## config.mk

```make
export PLATFORM = sky130hd
export DESIGN_NAME = angle_report_parser
export DESIGN_NICKNAME = d
export VERILOG_FILES = /design/src/design/arp_pkg.sv /design/src/design/arp_front.sv /design/src/design/arp_tx.sv /design/src/design/angle_report_parser.sv
export SDC_FILE = /design/constraint.sdc
export NUM_CORES = 1
export LEC_CHECK = 0
export BUFFER_PORTS_ARGS = -buffer_cell sky130_fd_sc_hd__buf_2
export CORE_ASPECT_RATIO = 0.8
export CORE_MARGIN = 2
export CORE_UTILIZATION = 50
export DETAILED_ROUTE_END_ITERATION = 7
export PLACE_DENSITY_LB_ADDON = 0.2
export SYNTH_ARGS = -nofsm -noshare
export SYNTH_HDL_FRONTEND = slang
export SYNTH_SLANG_ARGS = --single-unit
export TNS_END_PERCENT = 10
```

## constraint.sdc

```tcl
create_clock -name clk -period 13.24 [get_ports clk]
set_clock_uncertainty 0.1 [all_clocks]
set_input_delay 1.324 -clock clk [delete_from_list [all_inputs] [get_ports clk]]
set_output_delay 1.324 -clock clk [all_outputs]
set_load 0.01 [all_outputs]
```

## src/design/arp_pkg.sv

```systemverilog
// angle report parser package: beat types, codes, prefix text and command bytes
// no dependencies; imported by every module of the parser
`timescale 1ns / 1ps

package arp_pkg;

  // number of microphones, a beam number at or above it sends no command
  localparam int unsigned MIC_COUNT = 4;

  localparam logic [8:0] ANGLE_MAX   = 9'd360;
  localparam logic [1:0] BEAM_RESET  = 2'd3;
  localparam int unsigned CMD_LEN    = 7;
  localparam int unsigned PREFIX_LEN = 6;

  // input opcodes
  localparam logic OP_RX   = 1'b0;
  localparam logic OP_READ = 1'b1;

  // result kinds
  localparam logic KIND_REPORT = 1'b0;
  localparam logic KIND_TX     = 1'b1;

  // matcher positions: 1..5 prefix matched so far, 6..8 capturing
  localparam logic [3:0] POS_IDLE = 4'd0;
  localparam logic [3:0] POS_PFX5 = 4'd5;
  localparam logic [3:0] POS_CAP0 = 4'd6;
  localparam logic [3:0] POS_CAP1 = 4'd7;
  localparam logic [3:0] POS_CAP2 = 4'd8;

  localparam logic [7:0] PREFIX [PREFIX_LEN] = '{"a", "n", "g", "l", "e", ":"};

  typedef struct packed {
    logic       opcode;
    logic [7:0] rx_byte;
  } in_t;

  typedef struct packed {
    logic       kind;
    logic [7:0] tx_byte;
    logic [8:0] angle;
    logic       wake;
    logic       last;
  } out_t;

  // work handed from the front end to the result stage
  typedef struct packed {
    logic       valid;
    logic       is_read;
    logic [8:0] angle;
    logic       wake;
    logic [1:0] beam;
  } ev_t;

  // byte idx of the "BEAM n\n" command
  function automatic logic [7:0] cmd_byte(input logic [2:0] idx, input logic [1:0] beam);
    logic [7:0] b;
    case (idx)
      3'd0:    b = "B";
      3'd1:    b = "E";
      3'd2:    b = "A";
      3'd3:    b = "M";
      3'd4:    b = " ";
      3'd5:    b = 8'("0") + {6'd0, beam};
      default: b = 8'h0a;
    endcase
    return b;
  endfunction

endpackage

```

## src/design/arp_front.sv

```systemverilog
// input register, prefix matcher, three-character converter, angle and wake state
// depends on arp_pkg
`timescale 1ns / 1ps

module arp_front #(
  parameter int unsigned MIC_COUNT = arp_pkg::MIC_COUNT
) (
  input  logic          clk,
  input  logic          rst,
  input  logic          in_valid,
  output logic          in_ready,
  input  arp_pkg::in_t  in_data,
  input  logic [1:0]    beam_select,
  input  logic          out_free,
  output arp_pkg::ev_t  ev
);
  import arp_pkg::*;

  logic       q_valid;
  in_t        q_data;
  logic [3:0] match_position;
  logic [3:0] match_position_next;
  logic [7:0] cap0;
  logic [7:0] cap1;
  logic [8:0] stored_angle;
  logic       wake_flag;

  logic       is_read;
  logic       completes;
  logic       beam_present;
  logic       needs_out;
  logic       go;
  logic [7:0] txt [3];
  logic [9:0] conv_val;
  logic       conv_neg;
  logic [1:0] phase;
  logic       conv_ok;

  // item handling and backpressure
  assign is_read      = (q_data.opcode == OP_READ);
  assign completes    = !is_read && (match_position == POS_CAP2);
  assign beam_present = ({2'd0, beam_select} < 4'(MIC_COUNT));
  assign needs_out    = is_read || (completes && beam_present);
  assign go           = q_valid && (!needs_out || out_free);
  assign in_ready     = !q_valid || go;

  // input register
  always_ff @(posedge clk) begin
    if (rst) begin
      q_valid <= 1'b0;
    end else if (in_ready) begin
      q_valid <= in_valid;
    end
  end

  always_ff @(posedge clk) begin
    if (in_ready && in_valid) begin
      q_data <= in_data;
    end
  end

  // prefix matcher
  always_comb begin
    match_position_next = match_position;
    if (match_position == POS_IDLE || match_position > POS_CAP2) begin
      match_position_next = (q_data.rx_byte == PREFIX[0]) ? 4'd1 : POS_IDLE;
    end else if (match_position <= POS_PFX5) begin
      if (q_data.rx_byte == PREFIX[match_position[2:0]]) begin
        match_position_next = match_position + 4'd1;
      end else begin
        match_position_next = POS_IDLE;
      end
    end else if (match_position == POS_CAP0 || match_position == POS_CAP1) begin
      match_position_next = match_position + 4'd1;
    end else begin
      match_position_next = POS_IDLE;
    end
  end

  // text to number: blanks, optional sign, then digits, three characters at most
  always_comb begin
    txt[0]   = cap0;
    txt[1]   = cap1;
    txt[2]   = q_data.rx_byte;
    conv_val = '0;
    conv_neg = 1'b0;
    phase    = 2'd0;
    for (int k = 0; k < 3; k++) begin
      if (phase == 2'd0) begin
        if (txt[k] inside {8'h20, [8'h09:8'h0d]}) begin
          phase = 2'd0;
        end else if (txt[k] == "+" || txt[k] == "-") begin
          conv_neg = (txt[k] == "-");
          phase    = 2'd1;
        end else if (txt[k] inside {["0":"9"]}) begin
          conv_val = 10'(txt[k] - 8'("0"));
          phase    = 2'd1;
        end else begin
          phase = 2'd2;
        end
      end else if (phase == 2'd1) begin
        if (txt[k] inside {["0":"9"]}) begin
          conv_val = 10'(conv_val * 10'd10) + 10'(txt[k] - 8'("0"));
        end else begin
          phase = 2'd2;
        end
      end
    end
    conv_ok = !(conv_neg && conv_val != 10'd0) && (conv_val <= {1'b0, ANGLE_MAX});
  end

  // matcher position and report state
  always_ff @(posedge clk) begin
    if (rst) begin
      match_position <= POS_IDLE;
      stored_angle   <= '0;
      wake_flag      <= 1'b0;
    end else if (go) begin
      if (is_read) begin
        wake_flag <= 1'b0;
      end else begin
        match_position <= match_position_next;
        if (completes) begin
          wake_flag <= 1'b1;
          if (conv_ok) begin
            stored_angle <= conv_val[8:0];
          end
        end
      end
    end
  end

  // captured characters
  always_ff @(posedge clk) begin
    if (go && !is_read) begin
      if (match_position == POS_CAP0) begin
        cap0 <= q_data.rx_byte;
      end
      if (match_position == POS_CAP1) begin
        cap1 <= q_data.rx_byte;
      end
    end
  end

  // hand-off to the result stage
  always_comb begin
    ev.valid   = go && needs_out;
    ev.is_read = is_read;
    ev.angle   = stored_angle;
    ev.wake    = wake_flag;
    ev.beam    = beam_select;
  end

endmodule

```

## src/design/arp_tx.sv

```systemverilog
// result register and command byte sequencer
// depends on arp_pkg
`timescale 1ns / 1ps

module arp_tx (
  input  logic          clk,
  input  logic          rst,
  input  arp_pkg::ev_t  ev,
  output logic          out_free,
  output logic          out_valid,
  input  logic          out_ready,
  output arp_pkg::out_t out_data
);
  import arp_pkg::*;

  logic [2:0] cmd_idx;
  logic [1:0] beam;

  // stage can take new work once the final beat leaves
  assign out_free = !out_valid || (out_ready && out_data.last);

  // control
  always_ff @(posedge clk) begin
    if (rst) begin
      out_valid <= 1'b0;
      cmd_idx   <= '0;
    end else if (ev.valid) begin
      out_valid <= 1'b1;
      cmd_idx   <= 3'd1;
    end else if (out_valid && out_ready) begin
      if (out_data.last) begin
        out_valid <= 1'b0;
      end else begin
        cmd_idx <= cmd_idx + 3'd1;
      end
    end
  end

  // result payload
  always_ff @(posedge clk) begin
    if (ev.valid) begin
      beam <= ev.beam;
      if (ev.is_read) begin
        out_data <= '{kind: KIND_REPORT, tx_byte: 8'd0, angle: ev.angle,
                      wake: ev.wake, last: 1'b1};
      end else begin
        out_data <= '{kind: KIND_TX, tx_byte: cmd_byte(3'd0, ev.beam), angle: 9'd0,
                      wake: 1'b0, last: 1'b0};
      end
    end else if (out_valid && out_ready && !out_data.last) begin
      out_data <= '{kind: KIND_TX, tx_byte: cmd_byte(cmd_idx, beam), angle: 9'd0,
                    wake: 1'b0, last: (cmd_idx == 3'(CMD_LEN - 1))};
    end
  end

endmodule

```

## src/design/angle_report_parser.sv

```systemverilog
// angle report parser top level: beam register, front end and result stage
// depends on arp_pkg, arp_front, arp_tx
`timescale 1ns / 1ps

// Each beat goes into an input register and is handled from there, and its
// result is registered in the result stage; one beat can be taken per cycle
// while nothing stalls. A read gives one report beat; a byte that completes
// "angle:xyz" gives the seven beats of "BEAM n\n" (none when the beam number is
// not below the microphone count). The single result register sets the limit:
// while it still holds beats, bytes that give no result keep flowing, but a
// read or another completing byte waits until the final beat is taken. beam_select
// is written at any cycle with cfg_we and takes effect on the next command.

module angle_report_parser #(
  parameter int unsigned MIC_COUNT = arp_pkg::MIC_COUNT
) (
  input  logic          clk,
  input  logic          rst,
  input  logic          in_valid,
  output logic          in_ready,
  input  arp_pkg::in_t  in_data,
  output logic          out_valid,
  input  logic          out_ready,
  output arp_pkg::out_t out_data,
  input  logic          cfg_we,
  input  logic [1:0]    cfg_wdata
);
  import arp_pkg::*;

  logic [1:0] beam_select;
  logic       out_free;
  ev_t        ev;

  // beam number register
  always_ff @(posedge clk) begin
    if (rst) begin
      beam_select <= BEAM_RESET;
    end else if (cfg_we) begin
      beam_select <= cfg_wdata;
    end
  end

  arp_front #(
    .MIC_COUNT (MIC_COUNT)
  ) u_front (
    .clk         (clk),
    .rst         (rst),
    .in_valid    (in_valid),
    .in_ready    (in_ready),
    .in_data     (in_data),
    .beam_select (beam_select),
    .out_free    (out_free),
    .ev          (ev)
  );

  arp_tx u_tx (
    .clk       (clk),
    .rst       (rst),
    .ev        (ev),
    .out_free  (out_free),
    .out_valid (out_valid),
    .out_ready (out_ready),
    .out_data  (out_data)
  );

  // a report answer is always a single beat
  a_report_last: assert property (@(posedge clk) disable iff (rst)
    out_valid && out_data.kind == KIND_REPORT |-> out_data.last)
    else $error("report beat without last");

  // the final transmit beat is the newline
  a_cmd_end: assert property (@(posedge clk) disable iff (rst)
    out_valid && out_data.kind == KIND_TX && out_data.last |-> out_data.tx_byte == 8'h0a)
    else $error("command does not end in newline");

  // the stored angle stays in range
  a_angle_range: assert property (@(posedge clk) disable iff (rst)
    out_valid |-> out_data.angle <= ANGLE_MAX)
    else $error("angle out of range");

  // input stalls only behind pending results
  a_stall_cause: assert property (@(posedge clk) disable iff (rst)
    !in_ready |-> out_valid)
    else $error("input stalled with empty result stage");

  // new work after a non-final beat is not started
  a_no_overrun: assert property (@(posedge clk) disable iff (rst)
    out_valid && !out_data.last && !out_ready |=> out_valid && $stable(out_data))
    else $error("result overwritten before taken");

endmodule
```

==> out/qor.log <==
INFO  run_status     status=finished, final reports clean
INFO  global_route   grt_start_max_net_pins=26
INFO  global_route   number_of_antenna_violations_at_the_first_check_in_global_routing=0
INFO  worst_hold_path worstHoldPathCells=0
INFO  placed_design  io_buffers=36
INFO  critical_path  timing.rr.start=u_front.cap0[4]
INFO  cells_and_area stdcell_count=742
INFO  floorplanning  pin_count=38
INFO  critical_path  crit_arrival=8040ps
INFO  placed_design  routabilityCongestion=1.05
INFO  global_route   grt_overflow=0
INFO  drt            drtIter0Drc=312
INFO  power          ir_worst_vdd=0.0742mV
INFO  critical_path  setup.reg_to_reg.worst_slack=5310ps
INFO  clock_network  cts_resizes=0
INFO  timing         postLayoutSetupSlackWorst=5310ps
INFO  clock_network  clock_tree.root_cell=clkbuf_16
INFO  yosys          synth.ff_latch_count=67
INFO  critical_path  critPathMaxStageDelay=600ps
INFO  timing         fmax=126MHz
INFO  power          total_power=481uW
INFO  timing         worst_pin_slew=1090ps
INFO  floorplanning  row_count=33
INFO  cells_and_area multiInputGateArea=3260um^2
INFO  yosys          synthesis.instances=572
INFO  placed_design  worst_slack_placed=5460ps
INFO  cells_and_area n_fill_cell=927
INFO  cells_and_area design_area_final=5830um^2
INFO  global_route   globalRouteMet1Util=33.0%
INFO  cells_and_area layout_common_cells=ha_1, nor2_1, edfxtp_1
INFO  floorplanning  die_y=96.0um
INFO  global_route   global_route.peak_usage_layer=met2
INFO  clock_network  cts_tree=yes
INFO  worst_hold_path hp-class=register to register
INFO  cells_and_area area_growth_syn_to_layout=10.0%
INFO  critical_path  critPathMostFrequentCell=ha_1
INFO  cells_and_area sequential_cell_area=1800um^2
INFO  clock_network  cts.path.max_buffers=2
INFO  timing         tns=0ps
INFO  placed_design  dpl_cell_area=5560um^2
INFO  yosys          syn_avg_cell_area=9.26um^2
INFO  drt            final_antenna_violating_net_count=0
INFO  floorplanning  chipWidth=119um
INFO  clock_network  cts_inserted_buffers=9
INFO  drt            finalWirelength=12400um
INFO  critical_path  r2r.worst_path.cells=31
INFO  clock_network  clk_transition_reported_paths=60ps
INFO  yosys          synth_enable_flop_cells=46
INFO  clock_network  clkLatencyLatePin=340ps
INFO  critical_path  crit-reg2reg-capture=u_front.stored_angle[7]
INFO  clock_network  h_tree_lvls=3
INFO  drt            detail_route.first_pass.iterations=5
INFO  yosys          synth.distinct_cells=72
INFO  placed_design  placedCellCount=727
INFO  global_route   first_global_vias=4294
INFO  timing         final-setup-viol-count=0
INFO  clock_network  cts_num_sinks=67
INFO  yosys          asyncSetResetFlopFracSynth=0%
INFO  yosys          postSynthNetCount=650
INFO  drt            drc=0
INFO  worst_hold_path worst_hold_startpoint=beam_select[0]
INFO  cells_and_area final_common_cell=ha_1
INFO  yosys          most_instantiated_flip_flop_cell_in_the_synthesis_netlist=edfxtp_1
INFO  global_route   grt_pass1_wl=21000um
INFO  global_route   global_route.usage.met2=35.4%
INFO  critical_path  setup.worst_path.start_class=register
INFO  floorplanning  core_area=10300um^2
INFO  global_route   grt.met3_usage=4.27%
INFO  power          power_density=82.5nW/um^2
INFO  cells_and_area count_of_nets_after_finishing=676
INFO  timing         period_minus_slack=7930ps
INFO  floorplanning  floorplan.die_area=11400um^2
INFO  timing         slew_violations=0
INFO  timing         timing.final.crit_share=59.9%
INFO  clock_network  cts_hold_buf=0
INFO  flow_run       drv.max_cap_violation_count=0
INFO  floorplanning  initial_util=51.5%
INFO  worst_hold_path hold_end=u_tx.beam[0]
INFO  yosys          synth.cell_area=5300um^2
INFO  timing         rsz0062_at_grt=no
INFO  cells_and_area antenna_cell_count=0
INFO  yosys          ys.warnings.count=0
INFO  critical_path  timing.setup.critical_path_class=register to register
INFO  drt            route.vias.total=4385
INFO  critical_path  worst_path_max_delay_cell=a221oi_4
INFO  critical_path  worst-endpoint-required=13360ps
INFO  placed_design  hpwl=9420um
INFO  global_route   gr-usage-all-layers=23.1%
INFO  drt            via_per_inst=5.91
INFO  power          static-leakage-power=2.40nW
INFO  cells_and_area layout_cell_share_with_drive_strength_beyond_1=10.8%
INFO  timing         timing.final.hold_violations=0
INFO  clock_network  post_cts_buffers=0
INFO  timing         final.hold.worst_slack=324ps
INFO  timing         max-slew-margin-rel=27.1%
INFO  yosys          sequential_element_share_of_the_synthesized_area=34.0%
INFO  critical_path  worstPathMaxFanout=13
INFO  cells_and_area layout.core_utilization=56.7%
INFO  critical_path  end_kind=register
INFO  drt            wl_per_cell=16.7um
## report_power, final
group          total, mW  internal, mW  leakage, nW  switching (mW)
Combinational     0.0317        0.0126         1.68          0.0191
Clock              0.214         0.126        0.129          0.0882
Sequential         0.235         0.229        0.592         0.00579
Total              0.481         0.368         2.40           0.113
## routing by layer
layer	wire length [um]	up-vias	part of all wire, %
met5	0	-	0
met4	200	0	1.6
met3	893	20	7.2
met2	5200	168	42
met1	6120	2033	49
li1	-	2164	-
## critical path, delay by kind of cell (launching register included)
family | cells | cell delay [ps]
and+or+nand+nor | 9 | 1950
buffers and inverters | 2 | 230
DFF | 1 | 460
AOI/OAI and AO/OA | 8 | 2060
adders and majority gates | 7 | 2050
xor gates and xnor gates | 4 | 630
muxes | 1 | 330
## logic make-up (layout without fill, tap and decap cells)
| logic type | after synthesis | after routing | share of synthesized area [%] |
|---|---|---|---|
| mux | 10 | 10 | 1.96 |
| flops | 67 | 67 | 34.0 |
| fa+ha+maj | 62 | 62 | 15.1 |
| compound gates | 148 | 148 | 19.2 |
| other cells | 1 | 1 | 0.0708 |
| xor+xnor | 36 | 36 | 5.95 |
| buf+inv | 56 | 86 | 4.35 |
| simple gates | 192 | 192 | 19.3 |
## cell usage after synthesis (all sizes together), types with 3 or more instances
library cell  number  share of area, %
nand3             17               1.6
xnor2             21               3.5
a211o              3              0.50
mux2i              7               1.3
a21o               8               1.1
a2bb2oi            3              0.50
o2111ai            3              0.50
nand2             35               2.5
nor4               5              0.59
nand4              3              0.35
xor2              15               2.5
a31oi              3              0.35
dfxtp             21               7.9
edfxtp            46                26
nand2b             7              0.83
and3               5              0.59
or2                7              0.83
nor3              14               1.5
nor2              46               3.3
ha                59                14
o311ai             5              0.97
o21ai             25               2.4
mux2               3              0.64
a311oi             5              0.83
or3                5              0.59
nand4b             7               1.2
o32ai              3              0.50
clkbuf            16               1.1
a22o               3              0.50
buf                7              0.87
nor2b              9               1.1
nand3b             3              0.43
a211oi             7              0.99
inv               32               2.3
a21oi             44               4.2
and2              19               2.2
fa                 3               1.1
o211ai             9               1.3
a32oi              3              0.64
a22oi              4              0.57
o21a               6              0.85
## worst max-delay path by stage
stage	to	from	depth (start not counted)
CTS	u_front.stored_angle[7]	u_front.cap0[4]	31
global placement	u_front.stored_angle[7]	u_front.cap0[4]	31
global route	u_front.stored_angle[7]	u_front.cap0[4]	32
floorplan	u_front.stored_angle[3]	u_front.cap0[4]	33
finish	u_front.stored_angle[7]	u_front.cap0[4]	31
detailed placement	u_front.stored_angle[7]	u_front.cap0[4]	31
## cell type report
class                   count  share of cell area [%]
multi-input cells         449                    56.0
flip-flops and latches     67                    30.9
well taps                 140                    3.01
repair buffers             38                    3.35
inverters                  33                    2.13
clock inverters             6                   0.730
clock buffers               9                    3.87
## flip-flops by register name, summed over array words and instances (netlist names), 2 cells and up
name	flops
u_front.cap0	8
beam_select	2
u_front.cap1	8
u_tx.out_data	19
u_tx.beam	2
u_front.match_position	4
u_front.stored_angle	9
u_front.q_data	8
u_tx.cmd_idx	3
No activity file was read; power rests on OpenSTA's default activity.
